File: config.mk
export PLATFORM = sky130hd
export DESIGN_NAME = triggered_delay_timer_with_lockout
export DESIGN_NICKNAME = d
export VERILOG_FILES = /design/src/rtl/core/tdt_pkg.sv /design/src/rtl/core/tdt_cfg.sv /design/src/rtl/core/tdt_core.sv /design/src/rtl/core/triggered_delay_timer_with_lockout.sv
export SDC_FILE = /design/constraint.sdc
export NUM_CORES = 1
export LEC_CHECK = 0
export BUFFER_PORTS_ARGS = -buffer_cell sky130_fd_sc_hd__buf_2
export CAP_MARGIN = 20
export CORE_ASPECT_RATIO = 0.7
export CORE_MARGIN = 4
export CORE_UTILIZATION = 60
export DETAILED_ROUTE_END_ITERATION = 8
export GPL_ROUTABILITY_DRIVEN = 0
export GPL_TIMING_DRIVEN = 0
export PLACE_DENSITY = 0.81
export SLEW_MARGIN = 20
export SYNTH_ARGS = -nofsm -noshare
export SYNTH_HDL_FRONTEND = slang
export SYNTH_SLANG_ARGS = --single-unit
File: constraint.sdc
create_clock -name clk -period 11.05 [get_ports clk]
set_input_delay 0.5525 -clock clk [delete_from_list [all_inputs] [get_ports clk]]
set_output_delay 0.5525 -clock clk [all_outputs]
set_load 0.005 [all_outputs]
File: src/rtl/core/tdt_pkg.sv
// Types and constants of the triggered delay timer with lockout.
`timescale 1ns / 1ps
package tdt_pkg;

  typedef enum logic [2:0] {
    PH_RESET    = 3'd0,
    PH_FIRST    = 3'd1,
    PH_LAST     = 3'd2,
    PH_LOCKOUT  = 3'd3,
    PH_COMPLETE = 3'd4
  } phase_t;

  typedef enum logic [1:0] {
    ERR_NONE = 2'd0,
    ERR_STOP = 2'd1,
    ERR_PIN  = 2'd2
  } err_t;

  localparam int unsigned CFG_IDX_W = 3;
  localparam logic [CFG_IDX_W-1:0] CFG_PIN_PRESENT = 3'd0;
  localparam logic [CFG_IDX_W-1:0] CFG_INVERT_PIN  = 3'd1;
  localparam logic [CFG_IDX_W-1:0] CFG_PULSE_MODE  = 3'd2;
  localparam logic [CFG_IDX_W-1:0] CFG_LAST_TRIG   = 3'd3;
  localparam logic [CFG_IDX_W-1:0] CFG_MONO_STABLE = 3'd4;
  localparam logic [CFG_IDX_W-1:0] CFG_DELAY_US    = 3'd5;
  localparam logic [CFG_IDX_W-1:0] CFG_BLOCK_US    = 3'd6;

  localparam int unsigned IN_DATA_W  = 40;
  localparam int unsigned OUT_DATA_W = 112;

  // Configuration as the datapath sees it; the timer values are kept as
  // thresholds with the margin already taken off.
  typedef struct packed {
    logic        pin_present;
    logic        invert_pin;
    logic        pulse_mode;
    logic        last_trigger_mode;
    logic        mono_stable_mode;
    logic        delay_nz;
    logic        block_nz;
    logic [31:0] delay_thr;
    logic [31:0] block_thr;
  } cfg_t;

  typedef struct packed {
    logic        clear_req;
    logic        read_en_value;
    logic        read_en_write;
    logic        stop_block_req;
    logic        stop_delay_req;
    logic        soft_level;
    logic        soft_write;
    logic        pin_level;
    logic [31:0] time_us;
  } item_t;

  typedef struct packed {
    logic [5:0]  pad;
    err_t        error_code;
    logic [31:0] end_time;
    logic [31:0] last_time;
    logic [31:0] first_time;
    logic        went_high;
    logic        went_low;
    logic        pin_state;
    phase_t      phase;
    logic        phase_changed;
    logic        active;
  } result_t;

endpackage

File: src/rtl/core/tdt_cfg.sv
// Configuration registers and timer thresholds.
`timescale 1ns / 1ps
module tdt_cfg #(
  parameter int unsigned MARGIN_US = 500
) (
  input  logic                          clk,
  input  logic                          rst,
  input  logic                          wr_en,
  input  logic [tdt_pkg::CFG_IDX_W-1:0] wr_index,
  input  logic [31:0]                   wr_data,
  output tdt_pkg::cfg_t                 cfg
);
  import tdt_pkg::*;

  localparam logic [31:0] MARGIN = 32'(MARGIN_US);

  localparam cfg_t CFG_RESET = '{
    pin_present:       1'b1,
    invert_pin:        1'b0,
    pulse_mode:        1'b0,
    last_trigger_mode: 1'b0,
    mono_stable_mode:  1'b0,
    delay_nz:          1'b0,
    block_nz:          1'b0,
    delay_thr:         32'd0,
    block_thr:         32'd0
  };

  logic [31:0] thr_next;

  // Threshold saturates at zero when the time is below the margin.
  assign thr_next = (wr_data > MARGIN) ? (wr_data - MARGIN) : 32'd0;

  always_ff @(posedge clk) begin
    if (rst) begin
      cfg <= CFG_RESET;
    end else if (wr_en) begin
      unique case (wr_index)
        CFG_PIN_PRESENT: cfg.pin_present       <= wr_data[0];
        CFG_INVERT_PIN:  cfg.invert_pin        <= wr_data[0];
        CFG_PULSE_MODE:  cfg.pulse_mode        <= wr_data[0];
        CFG_LAST_TRIG:   cfg.last_trigger_mode <= wr_data[0];
        CFG_MONO_STABLE: cfg.mono_stable_mode  <= wr_data[0];
        CFG_DELAY_US: begin
          cfg.delay_nz  <= |wr_data;
          cfg.delay_thr <= thr_next;
        end
        CFG_BLOCK_US: begin
          cfg.block_nz  <= |wr_data;
          cfg.block_thr <= thr_next;
        end
        default: ;
      endcase
    end
  end

endmodule

File: src/rtl/core/tdt_core.sv
// Timer state and the per-tick phase logic.
`timescale 1ns / 1ps
module tdt_core #(
  parameter int unsigned TIME_WIDTH = 32
) (
  input  logic             clk,
  input  logic             rst,
  input  logic             advance,
  input  tdt_pkg::item_t   item,
  input  tdt_pkg::cfg_t    cfg,
  output tdt_pkg::result_t result
);
  import tdt_pkg::*;

  localparam int unsigned CW = (TIME_WIDTH > 32) ? TIME_WIDTH : 32;

  typedef struct packed {
    logic                  active;
    logic                  lockout;
    logic                  read_en;
    logic                  saved_read_en;
    logic                  soft_in;
    logic                  held;
    logic                  prev;
    logic                  stop_delay;
    logic                  stop_block;
    phase_t                phase;
    logic [TIME_WIDTH-1:0] first_stamp;
    logic [TIME_WIDTH-1:0] last_stamp;
    logic [TIME_WIDTH-1:0] end_stamp;
    logic [TIME_WIDTH-1:0] block_stamp;
  } state_t;

  localparam state_t ST_RESET = '{
    active:        1'b0,
    lockout:       1'b0,
    read_en:       1'b1,
    saved_read_en: 1'b0,
    soft_in:       1'b1,
    held:          1'b1,
    prev:          1'b1,
    stop_delay:    1'b0,
    stop_block:    1'b0,
    phase:         PH_RESET,
    first_stamp:   '0,
    last_stamp:    '0,
    end_stamp:     '0,
    block_stamp:   '0
  };

  state_t                st, st_next;
  logic [TIME_WIDTH-1:0] now;
  logic                  cur, low, high, changed, do_end;
  err_t                  err;

  function automatic logic expired(input logic [TIME_WIDTH-1:0] stamp,
                                   input logic [TIME_WIDTH-1:0] t,
                                   input logic [31:0] thr);
    logic [TIME_WIDTH-1:0] el;
    el = t - stamp;
    return CW'(el) >= CW'(thr);
  endfunction

  assign now = TIME_WIDTH'(item.time_us);

  always_comb begin
    st_next = st;
    err     = ERR_NONE;
    cur     = 1'b0;
    low     = 1'b0;
    high    = 1'b0;
    changed = 1'b0;
    do_end  = 1'b0;
    if (item.clear_req) begin
      st_next.first_stamp = '0;
      st_next.last_stamp  = '0;
      st_next.end_stamp   = '0;
      st_next.block_stamp = '0;
      st_next.stop_delay  = 1'b0;
      st_next.stop_block  = 1'b0;
      st_next.held        = 1'b1;
      if (st.lockout) begin
        st_next.read_en = st.saved_read_en;
      end
      st_next.lockout = 1'b0;
      st_next.active  = 1'b0;
      st_next.soft_in = 1'b1;
      st_next.prev    = 1'b1;
      st_next.phase   = PH_RESET;
      changed         = 1'b1;
    end else begin
      if (item.soft_write) begin
        st_next.soft_in = item.soft_level;
      end
      if (item.read_en_write) begin
        if (item.read_en_value && !cfg.pin_present) begin
          err = ERR_PIN;
        end else if (st.lockout) begin
          st_next.saved_read_en = item.read_en_value;
        end else begin
          st_next.read_en = item.read_en_value;
        end
      end
      if (item.stop_delay_req) begin
        if (st.active && cfg.delay_nz) begin
          st_next.stop_delay = 1'b1;
        end else begin
          err = ERR_STOP;
        end
      end
      if (item.stop_block_req) begin
        if (st.active && cfg.block_nz) begin
          st_next.stop_block = 1'b1;
        end else begin
          err = ERR_STOP;
        end
      end

      if (st_next.read_en && cfg.pin_present) begin
        st_next.held = item.pin_level ^ cfg.invert_pin;
      end
      cur = st_next.held & st_next.soft_in;
      if (cfg.pulse_mode && !st_next.soft_in) begin
        st_next.soft_in = 1'b1;
      end
      low  = st.prev & ~cur;
      high = ~st.prev & cur;

      if (st.lockout) begin
        do_end = 1'b1;
      end else if (!cfg.delay_nz) begin
        if (low && !st.active) begin
          st_next.active      = 1'b1;
          st_next.first_stamp = now;
          st_next.last_stamp  = now;
          st_next.phase       = PH_FIRST;
          changed             = 1'b1;
        end
        do_end = high;
      end else begin
        if (low && !st.active) begin
          st_next.active      = 1'b1;
          st_next.first_stamp = now;
          st_next.last_stamp  = now;
          st_next.phase       = PH_FIRST;
          changed             = 1'b1;
        end
        if (st_next.active) begin
          if (cfg.last_trigger_mode && high) begin
            st_next.phase      = PH_LAST;
            st_next.last_stamp = now;
            changed            = 1'b1;
          end
          if (expired(cfg.last_trigger_mode ? st_next.last_stamp : st_next.first_stamp,
                      now, cfg.delay_thr) || st_next.stop_delay) begin
            st_next.stop_delay = 1'b0;
            do_end = cfg.mono_stable_mode | cur;
          end
        end
      end

      // End of the active phase: enter lockout if configured and leave it once its
      // time is up or a stop was requested; without lockout, complete directly.
      if (do_end) begin
        if (st_next.lockout || cfg.block_nz) begin
          if (!st_next.lockout) begin
            st_next.lockout       = 1'b1;
            st_next.saved_read_en = st_next.read_en;
            st_next.read_en       = 1'b0;
            st_next.block_stamp   = now;
            st_next.phase         = PH_LOCKOUT;
            changed               = 1'b1;
          end
          if (expired(st_next.block_stamp, now, cfg.block_thr) || st_next.stop_block) begin
            st_next.lockout    = 1'b0;
            st_next.read_en    = st_next.saved_read_en;
            st_next.stop_delay = 1'b0;
            st_next.stop_block = 1'b0;
            st_next.end_stamp  = now;
            st_next.active     = 1'b0;
            st_next.phase      = PH_COMPLETE;
            changed            = 1'b1;
          end
        end else begin
          st_next.stop_delay = 1'b0;
          st_next.stop_block = 1'b0;
          st_next.end_stamp  = now;
          st_next.active     = 1'b0;
          st_next.phase      = PH_COMPLETE;
          changed            = 1'b1;
        end
      end
      st_next.prev = cur;
    end
  end

  always_comb begin
    result               = '0;
    result.active        = st_next.active;
    result.phase_changed = changed;
    result.phase         = st_next.phase;
    result.pin_state     = st_next.held;
    result.went_low      = low;
    result.went_high     = high;
    result.first_time    = 32'(st_next.first_stamp);
    result.last_time     = 32'(st_next.last_stamp);
    result.end_time      = 32'(st_next.end_stamp);
    result.error_code    = err;
  end

  always_ff @(posedge clk) begin
    if (rst) begin
      st <= ST_RESET;
    end else if (advance) begin
      st <= st_next;
    end
  end

endmodule

File: src/rtl/core/triggered_delay_timer_with_lockout.sv
// Top level of the triggered delay timer with lockout.
`timescale 1ns / 1ps
// Retriggerable monostable with lockout. Each input word is one tick and
// yields exactly one result word. A word passes an input register, then the
// phase logic, then the result register; the timer state is updated as the
// word moves into the result register. One word is taken every cycle while
// the sink takes results. While a result waits for the sink, the input
// register takes at most one more word and then holds the source off until
// the result is taken. Configuration writes are taken at any time and
// should be made while the block is idle; they take effect for the next
// tick.
module triggered_delay_timer_with_lockout #(
  parameter int unsigned MARGIN_US  = 500,
  parameter int unsigned TIME_WIDTH = 32
) (
  input  logic                           clk,
  input  logic                           rst,
  input  logic                           s_tvalid,
  output logic                           s_tready,
  // time_us[31:0], pin_level, soft_write, soft_level, stop_delay_req,
  // stop_block_req, read_en_write, read_en_value, clear_req
  input  logic [tdt_pkg::IN_DATA_W-1:0]  s_tdata,
  output logic                           m_tvalid,
  input  logic                           m_tready,
  // active, phase_changed, phase[2:0], pin_state, went_low, went_high,
  // first_time[31:0], last_time[31:0], end_time[31:0], error_code[1:0], zeros
  output logic [tdt_pkg::OUT_DATA_W-1:0] m_tdata,
  input  logic                           cfg_valid,
  output logic                           cfg_ready,
  input  logic [tdt_pkg::CFG_IDX_W-1:0]  cfg_index,
  input  logic [31:0]                    cfg_data
);
  import tdt_pkg::*;

  cfg_t    cfg;
  item_t   in_item;
  logic    in_valid;
  logic    advance;
  result_t result;

  assign cfg_ready = 1'b1;
  assign advance   = in_valid && (!m_tvalid || m_tready);
  assign s_tready  = !in_valid || advance;

  tdt_cfg #(
    .MARGIN_US (MARGIN_US)
  ) u_cfg (
    .clk      (clk),
    .rst      (rst),
    .wr_en    (cfg_valid && cfg_ready),
    .wr_index (cfg_index),
    .wr_data  (cfg_data),
    .cfg      (cfg)
  );

  tdt_core #(
    .TIME_WIDTH (TIME_WIDTH)
  ) u_core (
    .clk     (clk),
    .rst     (rst),
    .advance (advance),
    .item    (in_item),
    .cfg     (cfg),
    .result  (result)
  );

  always_ff @(posedge clk) begin
    if (rst) begin
      in_valid <= 1'b0;
    end else if (s_tvalid && s_tready) begin
      in_valid <= 1'b1;
    end else if (advance) begin
      in_valid <= 1'b0;
    end
  end

  always_ff @(posedge clk) begin
    if (s_tvalid && s_tready) begin
      in_item <= item_t'(s_tdata);
    end
  end

  always_ff @(posedge clk) begin
    if (rst) begin
      m_tvalid <= 1'b0;
    end else if (advance) begin
      m_tvalid <= 1'b1;
    end else if (m_tready) begin
      m_tvalid <= 1'b0;
    end
  end

  always_ff @(posedge clk) begin
    if (advance) begin
      m_tdata <= OUT_DATA_W'(result);
    end
  end

endmodule

Yosys cells after proc, flatten, opt, wreduce, memory -nomap -nowiden
Index checks and enable logic that the tools add are counted.
- add/sub/neg operators: 3
- magnitude comparators: 3
- equality and inequality tests: 7
- multiplexer cells: 88
- bitwise gates (word level): 8
- reduce and logical (&&, ||, !) cells: 35
- operator list (kind ; count):
    two-way mux 32 bit ; 15
    two-way mux 67 bit ; 6
    two-way mux 136 bit ; 1
    >= comparator 32 bit ; 2
    two-way mux 64 bit ; 1
    subtractor 32 bit ; 2
    two-way mux 1 bit ; 44
    > comparator 32 x 9 -> 1 bit, second input constant ; 1
    OR reduction 32 bit ; 1
    subtractor 32 x 9 -> 32 bit, second input constant ; 1
    two-way mux 3 bit ; 7
    two-way mux 2 bit ; 10
    AND reduction 2 bit ; 9
    two-way mux 5 bit ; 3
    == test 3 bit, second input constant ; 3
    logical AND 1 bit ; 9
    nonzero test 2 bit ; 4
    == test 3 x 2 -> 1 bit, second input constant ; 2
    logical NOT 1 bit ; 5
    logical OR 1 bit ; 5
    two-way mux 4 bit ; 1
    AND 1 bit ; 3
    == test 3 x 1 -> 1 bit, second input constant ; 1
    logical NOT 3 bit ; 1
    other kinds (5) ; 7
- bits in registers: 359
- input bits: 80
- output and inout bits: 115

Longest topological paths before layout
- depth after elaboration: 39
- mapped depth: 31
- gate-level depth less buffers: 27

Hierarchy
A second synthesis with hierarchy kept.
- cell total of the unflattened synthesis: 2218
- area, all modules: 20970.1 µm²
- by module, submodules not included (module ; instances ; cells an instance ; area an instance (µm²) ; seq. area each (µm²)):
    tdt_core ; 1 ; 1709 ; 13185.1 ; 2802.7
    triggered_delay_timer_with_lockout ; 1 ; 164 ; 4679.5 ; 4604.4
    tdt_cfg ; 1 ; 345 ; 3105.5 ; 1421.4

Worst setup path after synthesis
Ideal clock, no wire load.
- kind: register to register
- start: reg in_item[37] in the netlist's numbering
- end: reg u_core.st[130] in the netlist's numbering
- setup time: 0.117 ns
- arrival time: 6.423 ns
- required time: 10.933 ns
- path slack: 4.511 ns
- cell stages (with the launch flop): 29
- buffers on the path: 3
- clock period less this slack: 6.539 ns
- cells stage by stage: edfxtp_1 nor2b_2 mux2_4 a21o_1 a311o_1 clkbuf_1 nand2b_1 clkbuf_1 o221ai_1 ha_1 and4_1 and3_1 a221oi_1 o21ai_0 or3_1 nor3_1 o31ai_1 a21oi_1 xnor2_1 ha_1 a21o_1 a21o_1 a21oi_1 o2111ai_1 a221oi_1 o22a_1 buf_6 mux2_2 a211oi_1
- longest elaborated chain between the ends: 29
- elaborated cells between the ends (all ways): 43
- RTL lines (element ; line ; text):
    start, declared ; triggered_delay_timer_with_lockout.sv:36 ; item_t in_item;
    start signal, assigned ; triggered_delay_timer_with_lockout.sv:79 ; in_item <= item_t'(s_tdata);
    two-way mux 2 bit (*) ; tdt_core.sv:95 ; if (item.read_en_write) begin
    two-way mux 2 bit (*) ; tdt_core.sv:74 ; if (item.clear_req) begin
    logical AND 1 bit (*) ; tdt_core.sv:119 ; if (st_next.read_en && cfg.pin_present) begin
    two-way mux 1 bit (*) ; tdt_core.sv:119 ;
    two-way mux 1 bit (*) ; tdt_core.sv:74 ;
    AND 1 bit (*) ; tdt_core.sv:122 ; cur = st_next.held & st_next.soft_in;
    inverter 1 bit ; tdt_core.sv:126 ; low = st.prev & ~cur;
    AND 1 bit ; tdt_core.sv:126 ;
    [13 not listed] ; -- ;
    logical OR 1 bit ; tdt_core.sv:155 ; now, cfg.delay_thr) || st_next.stop_delay) begin
    two-way mux 1 bit ; tdt_core.sv:154 ; if (expired(cfg.last_trigger_mode ? st_next.last_stamp : st_next.first_stamp,
    two-way mux 1 bit ; tdt_core.sv:148 ; if (st_next.active) begin
    two-way mux 1 bit ; tdt_core.sv:131 ; end else if (!cfg.delay_nz) begin
    two-way mux 1 bit ; tdt_core.sv:129 ; if (st.lockout) begin
    two-way mux 1 bit ; tdt_core.sv:74 ;
    two-way mux 5 bit (*) ; tdt_core.sv:164 ; if (do_end) begin
    two-way mux 136 bit (*) ; tdt_core.sv:74 ;
    end signal, assigned ; tdt_core.sv:215 ; st <= st_next;
    end, declared ; tdt_core.sv:51 ; state_t st, st_next;
Mark *: on every way between the ends. The rest lies on a longest branch, timed or not. The select of a mux whose other input is x is not followed.
A chain may end at the register's enable or synchronous reset.

Final worst setup path
- start: reg in_item[37] in the netlist's numbering
- end: reg u_core.st[132] in the netlist's numbering
- longest elaborated chain between the ends: 30
- elaborated cells between the ends (all ways): 42
- RTL lines (element ; line ; text):
    two-way mux 2 bit (*) ; tdt_core.sv:95 ;
    two-way mux 2 bit (*) ; tdt_core.sv:74 ;
    logical AND 1 bit (*) ; tdt_core.sv:119 ;
    two-way mux 1 bit (*) ; tdt_core.sv:119 ;
    two-way mux 1 bit (*) ; tdt_core.sv:74 ;
    AND 1 bit (*) ; tdt_core.sv:122 ;
    inverter 1 bit ; tdt_core.sv:126 ;
    AND 1 bit ; tdt_core.sv:126 ;
    [14 not listed] ; -- ;
    two-way mux 1 bit ; tdt_core.sv:154 ;
    two-way mux 1 bit ; tdt_core.sv:148 ;
    two-way mux 1 bit ; tdt_core.sv:131 ;
    two-way mux 1 bit ; tdt_core.sv:129 ;
    two-way mux 5 bit ; tdt_core.sv:174 ; if (expired(st_next.block_stamp, now, cfg.block_thr) || st_next.stop_block) begin
    two-way mux 5 bit ; tdt_core.sv:165 ; if (st_next.lockout || cfg.block_nz) begin
    two-way mux 5 bit (*) ; tdt_core.sv:164 ;
    two-way mux 136 bit (*) ; tdt_core.sv:74 ;
Marks and branches as above.

==> impl_metrics.csv <==
group,metric,value,unit
synth,ys_async_sr_fraction,0,%
grt,track_usage,33.3,%
die,die_h,163,um
clocking,cts_htree_levels,2,
flow_run,cap_violations,0,
die,dieArea,37400,sq um
route,routed_via_density,6.54,
power_and_ir_drop,p_sw,0.00113,W
clocking,numCtsBuffers,35,
sta,rsz0062_at_grt,"no",
route,first_pass_iters,7,
power_and_ir_drop,pwr-share-seq,40.4,%
sta,finalMaxSlewViolations,0,
synth,postSynthAreaPerCell,8.67,sq um
die,rows,56,
cells_and_area,final_util,69.3,%
power_and_ir_drop,power_frac_clock,33.9,%
clocking,clk_pin_slew,0.07,ns
setup_path,critPathSlowestCell,"a221oi_1",
synth,synthTopCellsByArea,"edfxtp_1, dfxtp_1, ha_1, a21oi_1, nand2_1",
cells_and_area,fin_nets,2816,
die,pin_count,195,
route,finalWirelength,65100,um
sta,slew-limit-headroom,31.2,%
cells_and_area,syn_to_final_growth,13.2,%
power_and_ir_drop,netSwitchingFraction,31.6,%
setup_path,cp_max_fo,10,
setup_path,endpoint_kind,"register",
grt,grt_pass1_wl,100000,um
synth,synthCells,2373,
clocking,clk_path_buf_depth,3,
power_and_ir_drop,internal_power,0.00246,W
synth,synth_most_common_cell,"nand2_1",
route,final_antenna_net_count,0,
sta,setup_tns,0,ns
cells_and_area,finalNonFillerCells,3067,
clocking,hold_buffers,0,
grt,grt_max_degree,48,
synth,synth-seq-area-share,42.0,%
power_and_ir_drop,power.leakage,8.60,nW
die,initial_core_util,61.2,%
clocking,ctsResizeCount,0,
grt,antenna_found_initial,0,
synth,synth_area,20600,sq um
cells_and_area,diodes,0,
grt,first_global_vias,18700,
synth,synth_top_area_cell,"edfxtp_1",
power_and_ir_drop,power_density,154,nW/um^2
setup_path,required,11.50,ns
synth,yosysTopAreaCellShare,21.3,%
sta,clock.fmax,106,MHz
clocking,root_buffer,"clkbuf_16",
sta,setup_viol,0,
clocking,clock-sinks,359,
power_and_ir_drop,comb_power_share,25.7,%
sta,skew,0.0278,ns
placed_design,portBuffers,186,
clocking,cts_tree,"done",
synth,synth_top_flop_cell,"dfxtp_1",
placed_design,dp.cells,3002,
die,die_w,229,um
hold_path,min-delay-path-class,"in2reg",
setup_path,crit_buf_inv,4,
sta,period_needed,9.42,ns
synth,synthDistinctLibCells,82,
route,drc,0,
synth,synth_common_cells,"nand2_1, a21oi_1, dfxtp_1, nor2_1, clkbuf_1",
synth,synth_edf_count,146,
placed_design,dp_hpwl,49700,um
run_status,outcome,"completed",
clocking,clk-insertion-delay-late,0.55,ns
route,wire_per_inst,21.2,um
synth,yosysWarnings,0,
setup_path,arrival,9.87,ns
sta,fin_crit_sh,85.3,%
setup_path,crit_family,"compound AO/OA/AOI/OAI gates",
cells_and_area,drive_gt1_share,11.6,%
die,core,33600,sq um
cells_and_area,nFillCells,2639,
sta,final-hold-violation-count,0,
setup_path,max_stage_delay,0.87,ns
clocking,cts_setup_buffers,0,
grt,grt_overflow_total,0,
synth,ys_seq_elements,359,
setup_path,start_kind,"register",
route,vias,20100,
route,drt_iter0_markers,3275,
sta,worstMarginPinSlew,1.03,ns
setup_path,worstSetupPathType,"reg2reg",
power_and_ir_drop,ir_worst_vdd,0.176,mV
-- power groups by stage --
stage,Clock (W),Combinational (W),Sequential [W]
2_1_floorplan,0,0.000627,0.00148
4_1_cts,0.00122,0.000899,0.00145
3_5_place_dp,0,0.000890,0.00148
3_3_place_gp,0,0.000848,0.00148
5_1_grt,0.00127,0.00101,0.00145
6_report,0.00122,0.000925,0.00145
-- area by class of cell --
| class | count | area [sq um] | area share (%) |
|---|---|---|---|
| inverter | 101 | 379 | 1.63 |
| tap | 435 | 544 | 2.34 |
| timing repair buffer | 190 | 1000 | 4.31 |
| sequential | 359 | 8650 | 37.1 |
| clock buffer | 49 | 990 | 4.25 |
| clock inverter | 15 | 151 | 0.650 |
| multi-input combinational | 1730 | 10800 | 46.4 |
| buffer | 188 | 768 | 3.30 |
-- per-layer routing --
layer / up-vias / track usage (%) / wire (um)
met2: 1370 / 49.7 / 27100
met1: 9455 / 47.4 / 26800
met4: 2 / 11.8 / 2670
met5: - / 1.43 / 69
li1: 9024 / - / -
met3: 208 / 7.90 / 8440
-- logic make-up (layout without fill, tap and decap cells) --
family	count (synthesis)	after routing	synth area share, %
mux	38	38	1.88
other cells	2	7	0.0365
xor+xnor	81	81	3.45
flops	359	359	42.0
simple gates	737	737	16.3
compound gates	736	736	22.7
fa+ha+maj	131	131	8.04
buf+inv	289	543	5.56
-- worst paths after layout --
path / start / cells after the start / slack, ns / to
setup / recovery: in_item[37] / 29 / 1.63 / u_core.st[132]
hold / removal: s_tdata[39] / 1 / 0.19 / in_item[39]
setup reg to reg: in_item[37] / 29 / 1.63 / u_core.st[132]
hold reg to reg: u_cfg.cfg[53] / 2 / 0.46 / u_cfg.cfg[53]
-- stage by stage --
stage / worst slack (ns) / instance area (sq um) / hold slack [ns] / power [W]
after floorplan: 4.51 / 20600 / 0.436 / 0.00210
final: 1.63 / 23300 / 0.187 / 0.00359
after CTS: 1.77 / 23300 / 0.174 / 0.00357
after global placement: 1.94 / 22100 / 0.444 / 0.00233
after global routing: 1.43 / 23300 / 0.176 / 0.00374
after detailed placement: 1.82 / 22100 / 0.451 / 0.00237
-- state kept, by name, indices dropped and copies added (netlist names) --
| signal | cells |
|---|---|
| in_valid | 1 |
| u_cfg.cfg | 71 |
| u_core.st | 140 |
| m_tdata | 106 |
| m_tvalid | 1 |
| in_item | 40 |
-- placed cells by master, fill, tap and decap left out, drive strengths merged, types with 9 or more instances in the layout --
cell type | synthesis | routed
nand2 | 330 | 330
a21oi | 278 | 278
buf | 40 | 229
dfxtp | 213 | 213
clkbuf | 148 | 197
nor2 | 170 | 170
edfxtp | 146 | 146
ha | 129 | 129
o21ai | 118 | 118
inv | 101 | 103
nand3 | 58 | 58
xnor2 | 52 | 52
a21o | 41 | 41
o211ai | 39 | 39
nand3b | 36 | 36
o2111ai | 35 | 35
mux2i | 35 | 35
o22ai | 34 | 34
a22o | 33 | 33
a22oi | 32 | 32
nor3 | 31 | 31
o221ai | 31 | 31
xor2 | 29 | 29
nand2b | 20 | 20
nand4 | 14 | 14
nor4 | 14 | 14
nor2b | 14 | 14
or2 | 13 | 13
a211oi | 12 | 12
o31ai | 12 | 12
and3 | 12 | 12
o21a | 11 | 11
a31oi | 11 | 11
a21boi | 9 | 9
Power figures use the tool's default switching activity.
